[src/hw/rtl/xptw_pkg.sv]
package xptw_pkg;

	localparam int unsigned VaWidth    = 57;
	localparam int unsigned EntryWidth = 64;
	localparam int unsigned PaWidth    = 52;
	localparam int unsigned LevelWidth = 3;
	localparam int unsigned CfgIdxWidth = 2;

	// entry bit positions
	localparam int unsigned BitP  = 0;
	localparam int unsigned BitRw = 1;
	localparam int unsigned BitUs = 2;
	localparam int unsigned BitPs = 7;
	localparam int unsigned BitNx = 63;

	typedef enum logic {
		CMD_TRANSLATE = 1'b0,
		CMD_READ_RSP  = 1'b1
	} command_t;

	typedef enum logic [1:0] {
		KIND_READ_REQ = 2'd0,
		KIND_DONE     = 2'd1,
		KIND_REJECT   = 2'd2
	} kind_t;

	typedef enum logic [1:0] {
		PAGE_4K = 2'd0,
		PAGE_2M = 2'd1,
		PAGE_1G = 2'd2
	} page_size_t;

	typedef enum logic [LevelWidth-1:0] {
		LVL_NONE = 3'd0,
		LVL_1    = 3'd1,
		LVL_2    = 3'd2,
		LVL_3    = 3'd3,
		LVL_4    = 3'd4,
		LVL_5    = 3'd5
	} level_t;

	localparam logic [CfgIdxWidth-1:0] CFG_TABLE_ROOT  = 2'd0;
	localparam logic [CfgIdxWidth-1:0] CFG_FIVE_LEVEL  = 2'd1;

	typedef struct packed {
		logic                  command;
		logic [VaWidth-1:0]    virtual_address;
		logic [EntryWidth-1:0] read_data;
	} item_t;

	typedef struct packed {
		logic [1:0]         kind;
		logic [PaWidth-1:0] read_address;
		logic [PaWidth-1:0] frame_address;
		logic [1:0]         page_size;
		logic               fault;
		logic               present;
		logic               writable;
		logic               executable;
		logic               user;
	} result_t;

	typedef struct packed {
		logic               busy;
		level_t             level;
		logic [VaWidth-1:0] held_address;
	} walk_state_t;

	// 9-bit table index for a level
	function automatic logic [8:0] table_index(logic [VaWidth-1:0] va, level_t level);
		logic [8:0] idx;
		case (level)
			LVL_5:   idx = va[56:48];
			LVL_4:   idx = va[47:39];
			LVL_3:   idx = va[38:30];
			LVL_2:   idx = va[29:21];
			default: idx = va[20:12];
		endcase
		return idx;
	endfunction

	// table base is 4 KiB aligned, so base + idx*8 is a plain concatenation
	function automatic logic [PaWidth-1:0] entry_address(logic [PaWidth-1:0] base,
			logic [VaWidth-1:0] va, level_t level);
		return {base[PaWidth-1:12], table_index(va, level), 3'b000};
	endfunction

endpackage

[src/hw/rtl/xptw_step.sv]
module xptw_step (
	input  xptw_pkg::item_t       item,
	input  xptw_pkg::walk_state_t cur,
	input  logic [xptw_pkg::PaWidth-1:0] table_root,
	input  logic                  five_level_enable,
	output xptw_pkg::result_t     result,
	output xptw_pkg::walk_state_t nxt
);

	logic [xptw_pkg::EntryWidth-1:0] entry;
	xptw_pkg::level_t                start_level;
	xptw_pkg::level_t                down_level;
	logic                            is_leaf_1g;
	logic                            is_leaf_2m;
	logic                            is_leaf_4k;

	assign entry       = item.read_data;
	assign start_level = five_level_enable ? xptw_pkg::LVL_5 : xptw_pkg::LVL_4;
	assign down_level  = xptw_pkg::level_t'(cur.level - 3'd1);
	assign is_leaf_1g  = (cur.level == xptw_pkg::LVL_3) && entry[xptw_pkg::BitPs];
	assign is_leaf_2m  = (cur.level == xptw_pkg::LVL_2) && entry[xptw_pkg::BitPs];
	assign is_leaf_4k  = (cur.level <= xptw_pkg::LVL_1) || (cur.level > xptw_pkg::LVL_5);

	always_comb begin
		result = '0;
		nxt    = cur;
		if (item.command == xptw_pkg::CMD_TRANSLATE) begin
			if (cur.busy) begin
				result.kind = xptw_pkg::KIND_REJECT;
			end else begin
				nxt.busy         = 1'b1;
				nxt.level        = start_level;
				nxt.held_address = item.virtual_address;
				result.kind         = xptw_pkg::KIND_READ_REQ;
				result.read_address = xptw_pkg::entry_address(table_root,
					item.virtual_address, start_level);
			end
		end else if (!cur.busy) begin
			result.kind = xptw_pkg::KIND_REJECT;
		end else if (!entry[xptw_pkg::BitP]) begin
			result.kind  = xptw_pkg::KIND_DONE;
			result.fault = 1'b1;
			nxt.busy     = 1'b0;
			nxt.level    = xptw_pkg::LVL_NONE;
		end else if (is_leaf_1g || is_leaf_2m || is_leaf_4k) begin
			result.kind          = xptw_pkg::KIND_DONE;
			result.frame_address = {entry[xptw_pkg::PaWidth-1:12], 12'h000};
			if (is_leaf_1g)
				result.page_size = xptw_pkg::PAGE_1G;
			else if (is_leaf_2m)
				result.page_size = xptw_pkg::PAGE_2M;
			else
				result.page_size = xptw_pkg::PAGE_4K;
			result.present    = entry[xptw_pkg::BitP];
			result.writable   = entry[xptw_pkg::BitRw];
			result.executable = ~entry[xptw_pkg::BitNx];
			result.user       = entry[xptw_pkg::BitUs];
			nxt.busy  = 1'b0;
			nxt.level = xptw_pkg::LVL_NONE;
		end else begin
			nxt.level           = down_level;
			result.kind         = xptw_pkg::KIND_READ_REQ;
			result.read_address = xptw_pkg::entry_address(entry[xptw_pkg::PaWidth-1:0],
				cur.held_address, down_level);
		end
	end

endmodule

[src/hw/rtl/x86_page_table_walker.sv]
// An accepted item lands in the input register; its result moves into the result register
// once that register is free; one word per item.
// Throughput: one item per cycle unless result_stall holds the result register; the walk
// step is a single pass of bit tests and index selection between the two registers.
// Reset (arst_n low): idle, not busy, walk level and held address zero,
// table_root zero, four-level mode; both pipeline registers empty.
module x86_page_table_walker (
	input  logic                              clk,
	input  logic                              arst_n,
	input  logic                              cfg_valid,
	output logic                              cfg_ready,
	input  logic [xptw_pkg::CfgIdxWidth-1:0]  cfg_index,
	input  logic [xptw_pkg::PaWidth-1:0]      cfg_data,
	input  logic                              item_valid,
	output logic                              item_stall,
	input  xptw_pkg::item_t                   item,
	output logic                              result_valid,
	input  logic                              result_stall,
	output xptw_pkg::result_t                 result
);

	logic                          item_valid_s1;
	xptw_pkg::item_t               item_s1;
	logic                          result_valid_s2;
	xptw_pkg::result_t             result_s2;
	logic [xptw_pkg::PaWidth-1:0]  table_root_q;
	logic                          five_level_q;
	xptw_pkg::walk_state_t         state_q;
	xptw_pkg::walk_state_t         state_nxt;
	xptw_pkg::result_t             step_result;
	logic                          out_free;
	logic                          fire_s1;
	logic                          load_s1;

	// result register frees when empty or its word is taken this cycle
	assign out_free   = !result_valid_s2 || !result_stall;
	assign fire_s1    = item_valid_s1 && out_free;
	assign load_s1    = !item_valid_s1 || out_free;
	assign item_stall = !load_s1;
	assign cfg_ready  = 1'b1;

	assign result_valid = result_valid_s2;
	assign result       = result_s2;

	xptw_step u_step (
		.item              (item_s1),
		.cur               (state_q),
		.table_root        (table_root_q),
		.five_level_enable (five_level_q),
		.result            (step_result),
		.nxt               (state_nxt)
	);

	always_ff @(posedge clk or negedge arst_n) begin
		if (!arst_n) begin
			table_root_q <= '0;
			five_level_q <= 1'b0;
		end else if (cfg_valid && cfg_ready) begin
			case (cfg_index)
				xptw_pkg::CFG_TABLE_ROOT: table_root_q <= cfg_data;
				xptw_pkg::CFG_FIVE_LEVEL: five_level_q <= cfg_data[0];
				default: ;
			endcase
		end
	end

	always_ff @(posedge clk or negedge arst_n) begin
		if (!arst_n) begin
			item_valid_s1   <= 1'b0;
			result_valid_s2 <= 1'b0;
			state_q         <= '{busy: 1'b0, level: xptw_pkg::LVL_NONE, held_address: '0};
		end else begin
			if (load_s1)
				item_valid_s1 <= item_valid;
			if (out_free)
				result_valid_s2 <= item_valid_s1;
			if (fire_s1)
				state_q <= state_nxt;
		end
	end

	always_ff @(posedge clk) begin
		if (load_s1 && item_valid)
			item_s1 <= item;
		if (fire_s1)
			result_s2 <= step_result;
	end

endmodule

[config.mk]
export PLATFORM = sky130hd
export DESIGN_NAME = x86_page_table_walker
export DESIGN_NICKNAME = d
export VERILOG_FILES = /design/src/hw/rtl/xptw_pkg.sv /design/src/hw/rtl/xptw_step.sv /design/src/hw/rtl/x86_page_table_walker.sv
export SDC_FILE = /design/constraint.sdc
export NUM_CORES = 1
export LEC_CHECK = 0
export ABC_CLOCK_PERIOD_IN_PS = 10400
export BUFFER_PORTS_ARGS = -buffer_cell sky130_fd_sc_hd__buf_2
export CAP_MARGIN = 0
export CORE_MARGIN = 4
export CORE_UTILIZATION = 57
export DETAILED_ROUTE_END_ITERATION = 8
export PLACE_DENSITY = 0.83
export REMOVE_ABC_BUFFERS = 1
export SLEW_MARGIN = 10
export SYNTH_ARGS = -nofsm -noshare
export SYNTH_HDL_FRONTEND = slang
export SYNTH_HIERARCHICAL = 1
export SYNTH_SLANG_ARGS = --single-unit
[constraint.sdc]
create_clock -name clk -period 10.4 [get_ports clk]
set_clock_uncertainty 0.2 [all_clocks]
set_input_delay 2.08 -clock clk [delete_from_list [all_inputs] [get_ports clk]]
set_output_delay 2.08 -clock clk [all_outputs]
set_load 0.005 [all_outputs]
==> flow_summary.ini <==
[run_status]
status = completed

[sta]
max_freq_ghz = 0.2097
rsz0062_at_grt = false
hold_viol = 0
slew_headroom = 0.2506
setup_viol = 0
min_period_over_period = 0.4585
slew_viol_final = 0
worst_pin_slew_ns = 1.121
period_minus_slack_ns = 4.768
fin_ws_ns = 5.632
fin_tns_setup_ns = 0

[global_routing]
grt-ovfl-total = 0
antenna_found_initial = 0
grt_pass1_wl_um = 41020
grt_pass1_vias = 7375
grt_start_max_net_pins = 83
grt_usage = 0.2231

[power]
p_per_area_nw_per_um2 = 249.1
ir_worst_vdd_mv = 0.1642
leakage_nw = 6.173

[placed_design]
hpwl_um = 17030
preCtsSetupSlack_ns = 5.626
dp_cells = 1258
gp_congestion = 0.8148
io_buffer_count = 253
dpl_cell_area_um2 = 13150

[detailed_routing]
vias = 7290
drc = 0
viasPerCell = 5.552
ant_nets = 0
drt_pass1_iterations = 5
avgRoutedWirePerCell_um = 20.20
first_iter_violations = 519
drt-total-wl_um = 26520

[setup_path]
cp_data_required_time_ns = 8.12
critPathKind = primary input to output pin
rr_worst_depth = 7
cp-start-kind = primary input
worstSetupEndpointType = output pin
cp_max_fo = 3
r2r_slack_ns = 7.09
cp.arrival_ns = 2.49
timing.rr.start = state_q[57]
timing.rr.end = result[88]

[clock_tree]
h-tree-depth = 1
path_clk_slew_ns = 0.06
post_cts_buffers = 0
cts_buffers = 29
clock_latency_ns = 0.52
cts_hold_buf = 0
post_cts_resized = 0
cts_tree = yes
cts_sinks = 296
cts-root-buf = clkbuf_16
cts_buffer_depth = 3

[floorplanning]
core_area_um2 = 20360
start_util = 0.5820
fp.dieH_um = 152.2
boundaryPins = 297
num_rows = 52
die_area_um2 = 23160
fp.dieW_um = 152.2

[finish]
final_util = 0.6935
instances_no_fill = 1313
nets = 1205
regArea_um2 = 8428
multi_input_area_um2 = 3043
final_cell_mix = 252 x buf_2, 204 x edfxtp_1, 148 x nand2_1
design_area_um2 = 14120
n_fill_cell = 1344
drive_above_1_share = 0.3996
final_common_cell = buf_2
area_growth_pct = 19.16

[min_path]
min_from = item_valid_s1
worstHoldPathCells = 1
min_to = result_valid
hp-class = register to register

[logic_synthesis]
avgSynthCellArea_um2 = 15.23
yosys_warnings = 6
syn-cell-area_um2 = 11850
synth_cells = 778

[job]
drv_cap = 0
## worst max-delay path, stage by stage
cell and delay [ns]:
buf_2 0.12, nand3_1 0.12, inv_1 0.07, buf_2 0.10
## registers in the layout (all words and copies together) (netlist names)
register and flops:
item_valid_s1 1, state_q 49, result 113, table_root_q 40
item_s1 91, result_valid 1, five_level_q 1
## through the flow
step | power [mW] | hold WS, ns
finish | 3.518 | 0.2753
global route | 3.689 | 0.3084
global placement | 2.439 | 0.2567
CTS | 3.533 | 0.2800
detailed placement | 2.478 | 0.2672
floorplan | 2.185 | 0.2516
## layer usage
metal,wire [µm],GRT usage,share of wire,up-vias
met3,2321,0.04942,0.088,36
met2,13440,0.3865,0.51,364
met5,0,0,0,-
met1,10240,0.2894,0.39,3577
li1,-,-,-,3313
met4,522,0.05608,0.020,0
## power by group
group          internal [mW]  switching [mW]
Sequential              1.49           0.132
Clock                  0.635           0.416
Combinational          0.382           0.464
Total                   2.51            1.01
## area by class of cell
| cell class | instances | area share |
|---|---|---|
| Tap cell | 270 | 0.02392 |
| Clock inverter | 11 | 0.01143 |
| Sequential cell | 296 | 0.5967 |
| Antenna cell | 2 | 0.0003544 |
| Clock buffer | 42 | 0.05696 |
| Multi-Input combinational cell | 426 | 0.2155 |
| Timing Repair Buffer | 260 | 0.09355 |
| Inverter | 6 | 0.001595 |
## how the worst max path moves through the flow
stage,start,end,slack (ns),depth (start not counted)
2_1_floorplan,result_stall,state_q[12],4.75,2
3_3_place_gp,result_stall,item_stall,5.64,4
3_5_place_dp,result_stall,item_stall,5.63,4
4_1_cts,result_stall,item_stall,5.62,4
5_1_grt,result_stall,item_stall,5.56,4
6_report,result_stall,item_stall,5.63,4
(Power assumes the default switching activity.)
